===== src/lcfs_pkg.sv =====
// Package for the LED chain frame serializer.
// Holds the byte constants, the command struct passed from front to back and
// the queue depth. No dependencies.
package lcfs_pkg;

    localparam logic [7:0] HDR_BASE   = 8'hC0;
    localparam logic [7:0] START_BYTE = 8'h00;
    localparam logic [7:0] END_BYTE   = 8'hFF;

    // Byte slot numbers inside one command: start 0..3, LED 4..7, end 8..11
    localparam logic [3:0] SLOT_FIRST_START = 4'd0;
    localparam logic [3:0] SLOT_LAST_START  = 4'd3;
    localparam logic [3:0] SLOT_HDR         = 4'd4;
    localparam logic [3:0] SLOT_BLUE        = 4'd5;
    localparam logic [3:0] SLOT_GREEN       = 4'd6;
    localparam logic [3:0] SLOT_RED         = 4'd7;
    localparam logic [3:0] SLOT_FIRST_END   = 4'd8;
    localparam logic [3:0] SLOT_LAST_END    = 4'd11;

    localparam int QUEUE_DEPTH = 2;

    // One classified LED, ready to be expanded into bytes
    typedef struct packed {
        logic [7:0] hdr;
        logic [7:0] blue;
        logic [7:0] green;
        logic [7:0] red;
        logic       with_start;
        logic       with_end;
    } cmd_t;

endpackage


===== src/lcfs_front.sv =====
// Front end: takes LED transfers, tracks frame and blink phase, builds commands.
// Depends on lcfs_pkg.
module lcfs_front
(
    input  logic              clk,
    input  logic              rst_n,
    input  logic              cfg_we,
    input  logic              cfg_wdata,
    input  logic              in_fire,
    input  logic [5:0]        brightness,
    input  logic [7:0]        blue,
    input  logic [7:0]        green,
    input  logic [7:0]        red,
    input  logic              last_led,
    output lcfs_pkg::cmd_t    cmd
);

    logic blink_mode_reg;
    logic in_frame_reg,    in_frame_next;
    logic blink_phase_reg, blink_phase_next;
    logic phase_eff;
    logic blank;

    always_comb
    begin
        // phase flips when a frame opens in blink mode
        phase_eff = in_frame_reg ? blink_phase_reg : (blink_phase_reg ^ blink_mode_reg);
        blank     = blink_mode_reg && !phase_eff;

        cmd.hdr        = lcfs_pkg::HDR_BASE | {2'b00, blank ? 6'd0 : brightness};
        cmd.blue       = blue;
        cmd.green      = green;
        cmd.red        = red;
        cmd.with_start = !in_frame_reg;
        cmd.with_end   = last_led;

        in_frame_next    = in_frame_reg;
        blink_phase_next = blink_phase_reg;
        if (in_fire)
        begin
            in_frame_next    = !last_led;
            blink_phase_next = phase_eff;
        end
    end

    always_ff @(posedge clk or negedge rst_n)
    begin
        if (!rst_n)
        begin
            blink_mode_reg  <= 1'b0;
            in_frame_reg    <= 1'b0;
            blink_phase_reg <= 1'b0;
        end
        else
        begin
            if (cfg_we)
            begin
                blink_mode_reg <= cfg_wdata;
            end
            in_frame_reg    <= in_frame_next;
            blink_phase_reg <= blink_phase_next;
        end
    end

endmodule


===== src/lcfs_queue.sv =====
// Small command queue between front and back, built from flops.
// Depends on lcfs_pkg.
module lcfs_queue
#(
    parameter int DEPTH = lcfs_pkg::QUEUE_DEPTH
)
(
    input  logic           clk,
    input  logic           rst_n,
    input  logic           push,
    input  lcfs_pkg::cmd_t push_data,
    output logic           full,
    input  logic           pop,
    output lcfs_pkg::cmd_t pop_data,
    output logic           empty
);

    localparam int AW = (DEPTH > 1) ? $clog2(DEPTH) : 1;
    localparam int CW = $clog2(DEPTH + 1);
    localparam logic [AW-1:0] LAST_PTR = AW'(DEPTH - 1);
    localparam logic [CW-1:0] FULL_CNT = CW'(DEPTH);

    lcfs_pkg::cmd_t  mem_reg [DEPTH];
    logic [AW-1:0]   wr_ptr_reg, wr_ptr_next;
    logic [AW-1:0]   rd_ptr_reg, rd_ptr_next;
    logic [CW-1:0]   count_reg,  count_next;

    assign full     = (count_reg == FULL_CNT);
    assign empty    = (count_reg == '0);
    assign pop_data = mem_reg[rd_ptr_reg];

    always_comb
    begin
        wr_ptr_next = wr_ptr_reg;
        rd_ptr_next = rd_ptr_reg;
        count_next  = count_reg;
        if (push)
        begin
            wr_ptr_next = (wr_ptr_reg == LAST_PTR) ? '0 : wr_ptr_reg + 1'b1;
        end
        if (pop)
        begin
            rd_ptr_next = (rd_ptr_reg == LAST_PTR) ? '0 : rd_ptr_reg + 1'b1;
        end
        if (push && !pop)
        begin
            count_next = count_reg + 1'b1;
        end
        else if (pop && !push)
        begin
            count_next = count_reg - 1'b1;
        end
    end

    always_ff @(posedge clk)
    begin
        if (push)
        begin
            mem_reg[wr_ptr_reg] <= push_data;
        end
    end

    always_ff @(posedge clk or negedge rst_n)
    begin
        if (!rst_n)
        begin
            wr_ptr_reg <= '0;
            rd_ptr_reg <= '0;
            count_reg  <= '0;
        end
        else
        begin
            wr_ptr_reg <= wr_ptr_next;
            rd_ptr_reg <= rd_ptr_next;
            count_reg  <= count_next;
        end
    end

endmodule


===== src/lcfs_back.sv =====
// Back end: expands each command into its LED bytes, with start and end bytes when
// flagged, one per cycle while m_tready allows, into a registered output stage. Depends on lcfs_pkg.
module lcfs_back
(
    input  logic           clk,
    input  logic           rst_n,
    input  logic           q_empty,
    input  lcfs_pkg::cmd_t q_data,
    output logic           q_pop,
    output logic           m_tvalid,
    input  logic           m_tready,
    output logic [7:0]     m_tdata,
    output logic           m_tlast,
    output logic           m_tuser
);

    logic           busy_reg, busy_next;
    lcfs_pkg::cmd_t cmd_reg,  cmd_next;
    logic [3:0]     slot_reg, slot_next;
    logic           out_valid_reg, out_valid_next;
    logic [7:0]     out_byte_reg,  out_byte_next;
    logic           out_last_reg,  out_last_next;
    logic           out_done_reg,  out_done_next;
    logic           advance;
    logic           final_slot;
    logic [7:0]     slot_byte;

    assign advance    = !out_valid_reg || m_tready;
    assign final_slot = (slot_reg == lcfs_pkg::SLOT_LAST_END) ||
                        ((slot_reg == lcfs_pkg::SLOT_RED) && !cmd_reg.with_end);
    assign q_pop      = advance && (!busy_reg || final_slot) && !q_empty;

    always_comb
    begin
        case (slot_reg) inside
            [lcfs_pkg::SLOT_FIRST_START:lcfs_pkg::SLOT_LAST_START]: slot_byte = lcfs_pkg::START_BYTE;
            lcfs_pkg::SLOT_HDR:   slot_byte = cmd_reg.hdr;
            lcfs_pkg::SLOT_BLUE:  slot_byte = cmd_reg.blue;
            lcfs_pkg::SLOT_GREEN: slot_byte = cmd_reg.green;
            lcfs_pkg::SLOT_RED:   slot_byte = cmd_reg.red;
            default:              slot_byte = lcfs_pkg::END_BYTE;
        endcase
    end

    always_comb
    begin
        busy_next      = busy_reg;
        cmd_next       = cmd_reg;
        slot_next      = slot_reg;
        out_valid_next = out_valid_reg;
        out_byte_next  = out_byte_reg;
        out_last_next  = out_last_reg;
        out_done_next  = out_done_reg;
        if (advance)
        begin
            out_valid_next = busy_reg;
            out_byte_next  = slot_byte;
            out_last_next  = final_slot;
            out_done_next  = (slot_reg == lcfs_pkg::SLOT_LAST_END);
            if (busy_reg)
            begin
                slot_next = slot_reg + 4'd1;
                if (final_slot)
                begin
                    busy_next = 1'b0;
                end
            end
            // next command loads as the current one sends its final byte
            if (q_pop)
            begin
                busy_next = 1'b1;
                cmd_next  = q_data;
                slot_next = q_data.with_start ? lcfs_pkg::SLOT_FIRST_START : lcfs_pkg::SLOT_HDR;
            end
        end
    end

    always_ff @(posedge clk or negedge rst_n)
    begin
        if (!rst_n)
        begin
            busy_reg      <= 1'b0;
            slot_reg      <= lcfs_pkg::SLOT_FIRST_START;
            out_valid_reg <= 1'b0;
        end
        else
        begin
            busy_reg      <= busy_next;
            slot_reg      <= slot_next;
            out_valid_reg <= out_valid_next;
        end
    end

    always_ff @(posedge clk)
    begin
        cmd_reg      <= cmd_next;
        out_byte_reg <= out_byte_next;
        out_last_reg <= out_last_next;
        out_done_reg <= out_done_next;
    end

    assign m_tvalid = out_valid_reg;
    assign m_tdata  = out_byte_reg;
    assign m_tlast  = out_last_reg;
    assign m_tuser  = out_done_reg;

    a_done_is_last: assert property (@(posedge clk) disable iff (!rst_n)
        out_valid_reg && out_done_reg |-> out_last_reg)
        else $error("frame_done without last_of_run");

    a_slot_range: assert property (@(posedge clk) disable iff (!rst_n)
        busy_reg |-> slot_reg <= lcfs_pkg::SLOT_LAST_END)
        else $error("byte slot out of range");

    a_led_slot_end: assert property (@(posedge clk) disable iff (!rst_n)
        busy_reg && !cmd_reg.with_end |-> slot_reg <= lcfs_pkg::SLOT_RED)
        else $error("end bytes on a command without end");

    a_pop_only_free: assert property (@(posedge clk) disable iff (!rst_n)
        q_pop |-> !busy_reg || final_slot)
        else $error("command loaded while back end busy");

endmodule


===== src/led_chain_frame_serializer.sv =====
// LED chain frame serializer, top level.
// An item's first byte passes the queue, the back end's command register and the
// output byte register before it shows on m_tvalid. Throughput: one byte per cycle
// while m_tready allows; 4 bytes per LED, 4 start and 4 end bytes per frame.
// Reset: asynchronous, clears frame state, blink phase, blink_mode and the queue.
// Depends on lcfs_pkg, lcfs_front, lcfs_queue, lcfs_back.
module led_chain_frame_serializer
#(
    parameter int QUEUE_DEPTH = lcfs_pkg::QUEUE_DEPTH
)
(
    input  logic        clk,
    input  logic        rst_n,
    input  logic        cfg_we,
    input  logic        cfg_wdata,     // blink_mode
    input  logic        s_tvalid,
    output logic        s_tready,
    input  logic [31:0] s_tdata,       // brightness[5:0], blue, green, red, 2 zero bits
    input  logic        s_tlast,       // last_led
    output logic        m_tvalid,
    input  logic        m_tready,
    output logic [7:0]  m_tdata,       // out_byte
    output logic        m_tlast,       // last_of_run
    output logic        m_tuser        // frame_done
);

    lcfs_pkg::cmd_t front_cmd;
    lcfs_pkg::cmd_t q_data;
    logic           q_full;
    logic           q_empty;
    logic           q_pop;
    logic           in_fire;

    assign s_tready = !q_full;
    assign in_fire  = s_tvalid && s_tready;

    lcfs_front u_front
    (
        .clk        (clk),
        .rst_n      (rst_n),
        .cfg_we     (cfg_we),
        .cfg_wdata  (cfg_wdata),
        .in_fire    (in_fire),
        .brightness (s_tdata[5:0]),
        .blue       (s_tdata[13:6]),
        .green      (s_tdata[21:14]),
        .red        (s_tdata[29:22]),
        .last_led   (s_tlast),
        .cmd        (front_cmd)
    );

    lcfs_queue #(.DEPTH(QUEUE_DEPTH)) u_queue
    (
        .clk       (clk),
        .rst_n     (rst_n),
        .push      (in_fire),
        .push_data (front_cmd),
        .full      (q_full),
        .pop       (q_pop),
        .pop_data  (q_data),
        .empty     (q_empty)
    );

    lcfs_back u_back
    (
        .clk      (clk),
        .rst_n    (rst_n),
        .q_empty  (q_empty),
        .q_data   (q_data),
        .q_pop    (q_pop),
        .m_tvalid (m_tvalid),
        .m_tready (m_tready),
        .m_tdata  (m_tdata),
        .m_tlast  (m_tlast),
        .m_tuser  (m_tuser)
    );

endmodule

===== config.mk =====
export PLATFORM = sky130hd
export DESIGN_NAME = led_chain_frame_serializer
export DESIGN_NICKNAME = d
export VERILOG_FILES = /design/src/lcfs_pkg.sv /design/src/lcfs_front.sv /design/src/lcfs_queue.sv /design/src/lcfs_back.sv /design/src/led_chain_frame_serializer.sv
export SDC_FILE = /design/constraint.sdc
export NUM_CORES = 1
export LEC_CHECK = 0
export BUFFER_PORTS_ARGS = -buffer_cell sky130_fd_sc_hd__clkbuf_2
export CORE_MARGIN = 2
export CORE_UTILIZATION = 35
export CTS_CLUSTER_DIAMETER = 80
export DETAILED_ROUTE_END_ITERATION = 8
export RECOVER_POWER = 50
export SLEW_MARGIN = 40
export SYNTH_ARGS = -nofsm -noshare
export SYNTH_HDL_FRONTEND = slang
export SYNTH_HIERARCHICAL = 1
export SYNTH_SLANG_ARGS = --single-unit

===== constraint.sdc =====
create_clock -name clk -period 3.5 [get_ports clk]
set_input_delay 0.35 -clock clk [delete_from_list [all_inputs] [get_ports clk]]
set_output_delay 0.35 -clock clk [all_outputs]
set_load 0.005 [all_outputs]

# After elaboration in Yosys (flattened, before gate mapping)
# Memory sizes are Yosys's and may differ from the RTL's.
# Cells that the tools add are included.
word_totals:
  reg_bits: 56
  mem_bits_rw: 64
  in_bits: 39
  word_cells: 76
  n_memories: 1
mem_list:
  columns: ["name", "depth", "word_bits", "read_ports", "rd_clocked_by_memory_dff", "wr", "line", "rtl"]
  rows:
  - ["u_queue.mem_reg", 2, 32, 1, 0, 1, "lcfs_queue.sv:23", "lcfs_pkg::cmd_t mem_reg [DEPTH];"]
op_classes:
  n_addsub: 5
  n_lt_le_gt_ge: 2
  n_eq_ne: 6
  muxes: 18
  n_bitwise: 1
  n_reduce_logical: 26
op_table:
  columns: ["cell", "n"]
  rows:
  - ["$mux W8", 4]
  - ["$eq A4 B3 Y1 const B", 4]
  - ["$logic_not A1 Y1", 10]
  - ["$logic_and A1 B1 Y1", 8]
  - ["$mux W1", 8]
  - ["$mux W4", 2]
  - ["$mux W6", 1]
  - ["$add A4 B1 Y4 const B", 1]
  - ["$eq A4 B4 Y1 const B", 1]
  - ["$ge A4 B1 Y1 const B", 1]
  - ["$le A4 B2 Y1 const B", 1]
  - ["$mux W2", 2]
  - ["$reduce_and A2 Y1", 2]
  - ["$reduce_bool A2 Y1", 2]
  - ["$logic_or A1 B1 Y1", 3]
  - ["$mux W3", 1]
  - ["$add A1 B1 Y1 const B", 2]
  - ["$add A2 B1 Y2 const B", 1]
  - ["$eq A2 B2 Y1 const B", 1]
  - ["$logic_not A2 Y1", 1]
  - ["$sub A2 B1 Y2 const B", 1]
  - ["$xor A1 B1 Y1", 1]

# Longest topological paths before layout
depth:
  word_depth: 9
  depth_mapped: 9
  mapped_depth_nobuf: 9

# Modules after synthesis
# The synthesis kept the hierarchy.
by_module_without_submodules:
  columns: ["mod", "instances", "cells_each", "area_each_um2", "seq_area_each_um2"]
  rows:
  - ["lcfs_queue", 1, 122, 2791.4, 2142.1]
  - ["lcfs_back", 1, 134, 1989.4, 1441.4]
  - ["lcfs_front", 1, 44, 382.9, 75.1]
  - ["led_chain_frame_serializer", 1, 2, 10.0, 0.0]

# Worst setup path after synthesis
# OpenSTA, ideal clock, no wires.
synth_path:
  kind: "register to register"
  start: "reg u_back.out_valid_reg, in the netlist u_back/m_tvalid"
  end: "reg u_back/cmd_reg[0] in the netlist's numbering, enable pin"
  t_arrival_ps: 3178
  t_required_ps: 3036
  path_slack_ps: -142
  path_stages_with_launch: 5
  n_path_buf: 0
  period_less_slack_ps: 3642
  path_cell_list: "dfrtp_1 nor2b_4 clkinv_1 o21ai_1 nor3_1"
synth_via:
  elab_chain_len: 5
synth_rtl:
  columns: ["element", "line", "rtl"]
  rows:
  - ["from (decl)", "lcfs_back.sv:20", "logic out_valid_reg, out_valid_next;"]
  - ["from (signal assigned)", "lcfs_back.sv:90", "out_valid_reg <= out_valid_next;"]
  - ["$logic_not A1 Y1 (*)", "lcfs_back.sv:28", "assign advance = !out_valid_reg || m_tready;"]
  - ["$logic_or A1 B1 Y1 (*)", "lcfs_back.sv:28", null]
  - ["via u_back.advance", "lcfs_back.sv:24", "logic advance;"]
  - ["$logic_and A1 B1 Y1 (2 in a row)", "lcfs_back.sv:31", "assign q_pop = advance && (!busy_reg || final_slot) && !q_empty;"]
  - ["$reduce_and A2 Y1 (no source line) (*)", null, null]
  - ["to (signal assigned)", "lcfs_back.sv:96", "cmd_reg <= cmd_next;"]
  - ["to (decl)", "lcfs_back.sv:18", "lcfs_pkg::cmd_t cmd_reg, cmd_next;"]
# The timed path passes the listed nets; every way through them passes the cells marked *.
# A chain may end at the register's enable or synchronous reset.

# Final worst setup path
layout_path:
  start: "reg u_back.out_valid_reg, in the netlist u_back/m_tvalid"
  end: "reg u_queue.count_reg[1]"
layout_via:
  elab_chain_len: 7
  word_cells_on_any_way: 9
layout_rtl:
  columns: ["element", "line", "rtl"]
  rows:
  - ["$logic_not A1 Y1 (*)", "lcfs_back.sv:28", null]
  - ["$logic_or A1 B1 Y1 (*)", "lcfs_back.sv:28", null]
  - ["via u_back.advance", "lcfs_back.sv:24", null]
  - ["$logic_and A1 B1 Y1 (*) (2 in a row)", "lcfs_back.sv:31", null]
  - ["via q_pop", "led_chain_frame_serializer.sv:31", "logic q_pop;"]
  - ["$logic_not A1 Y1", "lcfs_queue.sv:45", "if (push && !pop)"]
  - ["$logic_and A1 B1 Y1", "lcfs_queue.sv:45", null]
  - ["$mux W2 or $reduce_bool A2 Y1 (tied branches)", null, null]
  - ["to (signal assigned)", "lcfs_queue.sv:75", "count_reg <= count_next;"]
  - ["to (decl)", "lcfs_queue.sv:26", "logic [CW-1:0] count_reg, count_next;"]
# Marked as above.

==> impl_metrics.tcl <==
set metrics [dict create \
    yosysWarnings 6 \
    syn_area_um2 5174 \
    critPathCaptureType "flip-flop" \
    synth.most_common_cell "edfxtp_1" \
    total_power_mw 5.401 \
    area_growth_pct 15.82 \
    seq_area_frac_synth 0.7071 \
    max_freq_mhz 401.9 \
    holdWs_ps 125.1 \
    avgSynthCellArea_um2 17.13 \
    fin_cells 539 \
    yosysTopAreaCell "edfxtp_1" \
    numCtsBuffers 17 \
    nets 385 \
    setup_viol 0 \
    synth_edf_count 111 \
    synth_common_cells "edfxtp_1, mux2_4, buf_4" \
    die_y_um 125.6 \
    ioPinCount 51 \
    post_cts.repair.setup_buffers 0 \
    p_leak_nw 2.106 \
    dpl.hpwl_um 5366 \
    drt_pass1_iterations 4 \
    ys_async_sr_fraction 0.1048 \
    largest_reg_flops 68 \
    synthTopCellsByArea "edfxtp_1, mux2_4, dfrtp_1, buf_4, a31o_1" \
    status "finished clean" \
    finalSetupTns_ps 0 \
    hold_path_class "input pin to flip-flop" \
    drc 0 \
    grt_pass1_wl_um 13480 \
    hold_start "s_tdata[28]" \
    startpoint "u_back/m_tvalid" \
    antenna_found_initial 0 \
    tightest_slew_ps 1057 \
    cts_root_buffer "clkbuf_16" \
    cts_hold_buf 1 \
    grt_usage 0.1162 \
    clk_pin_slew_ps 50 \
    layout.area.seq_um2 3659 \
    arrival_ps 2780 \
    placed_cell_area_um2 5428 \
    routed_via_density 4.558 \
    ant_nets 0 \
    grt_max_degree 34 \
    htreeDepth 4 \
    fin_crit_ps 2488 \
    grt_pass1_vias 2620 \
    drtIter0Drc 116 \
    vias 2457 \
    r2r_cells 9 \
    powerDensity_nw_per_um2 901.4 \
    rsz0062_at_grt "no" \
    synth_cell_types 40 \
    worstPathMaxFanout 13 \
    io_buffers 48 \
    wl_per_cell_um 15.51 \
    tritoncts "yes" \
    multi_input_area_um2 1155 \
    wl_um 8359 \
    rr_startpoint "u_back/m_tvalid" \
    cts_buffer_depth 2 \
    ys_ff_latch 124 \
    synth_top_area_frac 0.6443 \
    die_area_um2 15770 \
    core_area_um2 14480 \
    min_path_cells 1 \
    hold_end "u_queue/mem_reg[1][8]" \
    ir_drop_v 0.0004045 \
    cp.required_ps 3790 \
    start_kind "flip-flop" \
    path_class "flip-flop to flip-flop" \
    hold_viol 0 \
    clk_latency_ps 410 \
    synth_flop_cell "edfxtp_1" \
    finClkSkew_ps 5.176 \
    rows 44 \
    fin_crit_sh 0.7109 \
    place_congestion 0.7898 \
    die_w_um 125.6 \
    r2r_end "u_queue/count_reg[1]" \
    maxSlewViolCount 0 \
    final_area_um2 5992 \
    nFillCells 1320 \
    overflow 0 \
    maxSlewHeadroom 0.2951 \
    dp.cells 505 \
    clock-sinks 124 \
    drv_cap 0 \
    drive_gt1_frac 0.2458 \
    regToRegSetupSlack_ps 1010 \
    syn_inst 302 \
    ctsResizeCount 0 \
    initial_core_util 0.3573 \
]
cell usage in the layout, fill, tap and decap left out, types with 2 or more instances in the layout:
cell type / synthesis / layout
mux2_1: 0 / 12
clkinv_4: 0 / 2
nor3_4: 1 / 2
o21ai_1: 12 / 11
o22ai_1: 9 / 9
bufinv_16: 0 / 5
clkinvlp_4: 0 / 5
nand2b_1: 9 / 9
mux2_4: 29 / 17
a21boi_0: 5 / 6
dfrtp_1: 13 / 13
nand2_1: 4 / 4
nor2_1: 6 / 6
ha_1: 5 / 5
nor2b_1: 6 / 6
xnor2_1: 3 / 3
edfxtp_1: 111 / 111
inv_1: 6 / 6
mux2_2: 6 / 6
clkbuf_1: 5 / 27
clkinv_1: 1 / 3
o21ai_0: 1 / 2
nand3b_1: 2 / 2
a31o_1: 8 / 8
xor2_1: 4 / 5
a21oi_1: 9 / 9
conb_1: 1 / 2
clkbuf_16: 0 / 17
buf_4: 27 / 3
clkbuf_2: 0 / 23
worst max-delay path, cell delays in order, from the launching register on:
cell and delay [ps]:
dfrtp_1 340, nor2b_1 370, clkinv_1 510, o21ai_1 450, nor3_4 120, inv_1 80
ha_1 150, xor2_1 150, nor2_1 70, xor2_1 140
final cells by class:
| cell class | instances | share of cell area |
|---|---|---|
| flip-flops and latches | 124 | 0.6106 |
| clock inverters | 15 | 0.03696 |
| diodes | 1 | 0.0004176 |
| inverters | 8 | 0.005011 |
| multi-input cells | 135 | 0.1927 |
| clock buffers | 17 | 0.07100 |
| well taps | 184 | 0.03842 |
| repair buffers | 55 | 0.04489 |
power by group:
| group | switching, mW | internal, mW | total, mW |
|---|---|---|---|
| combinational | 0.643 | 0.553 | 1.20 |
| clock | 0.620 | 1.26 | 1.88 |
| sequential | 0.227 | 2.10 | 2.33 |
| total | 1.49 | 3.91 | 5.40 |
cells by family (layout without fill, tap and decap cells):
group | after synthesis | in the layout | share of synthesized area
flip-flops | 124 | 124 | 0.7071
adder cells (fa/ha/maj) | 5 | 5 | 0.01209
AO/OA/AOI/OAI | 48 | 48 | 0.05973
other | 1 | 3 | 0.0007248
AND/OR/NAND/NOR | 37 | 37 | 0.04571
multiplexers | 35 | 35 | 0.09722
XOR/XNOR | 8 | 8 | 0.01500
buffers and inverters | 44 | 95 | 0.06239
how the worst max path moves through the flow:
| stage | endpoint | slack [ps] | depth (start not counted) |
|---|---|---|---|
| 3_3_place_gp | u_queue/count_reg[1] | 1270 | 10 |
| 5_1_grt | u_queue/count_reg[1] | 740 | 8 |
| 3_5_place_dp | u_queue/count_reg[1] | 1150 | 9 |
| 2_1_floorplan | u_queue/mem_reg[0][0] | 640 | 3 |
| 4_1_cts | u_queue/count_reg[1] | 1250 | 8 |
| 6_report | u_queue/count_reg[1] | 1010 | 9 |
per-stage QoR:
| stage | setup slack [ps] | util |
|---|---|---|
| floorplan | 637.6 | - |
| global placement | 1269 | 0.3749 |
| detailed placement | 1153 | 0.3749 |
| CTS | 1255 | 0.4202 |
| global route | 740.4 | 0.4137 |
| finish | 1012 | 0.4138 |
per-layer routing:
layer,track usage,share of wire,vias up
li1,-,-,1185
met1,0.1326,0.43,1215
met2,0.1854,0.51,46
met3,0.04921,0.044,11
met4,0.06275,0.017,0
met5,0,0,-
(Power assumes the default switching activity.)
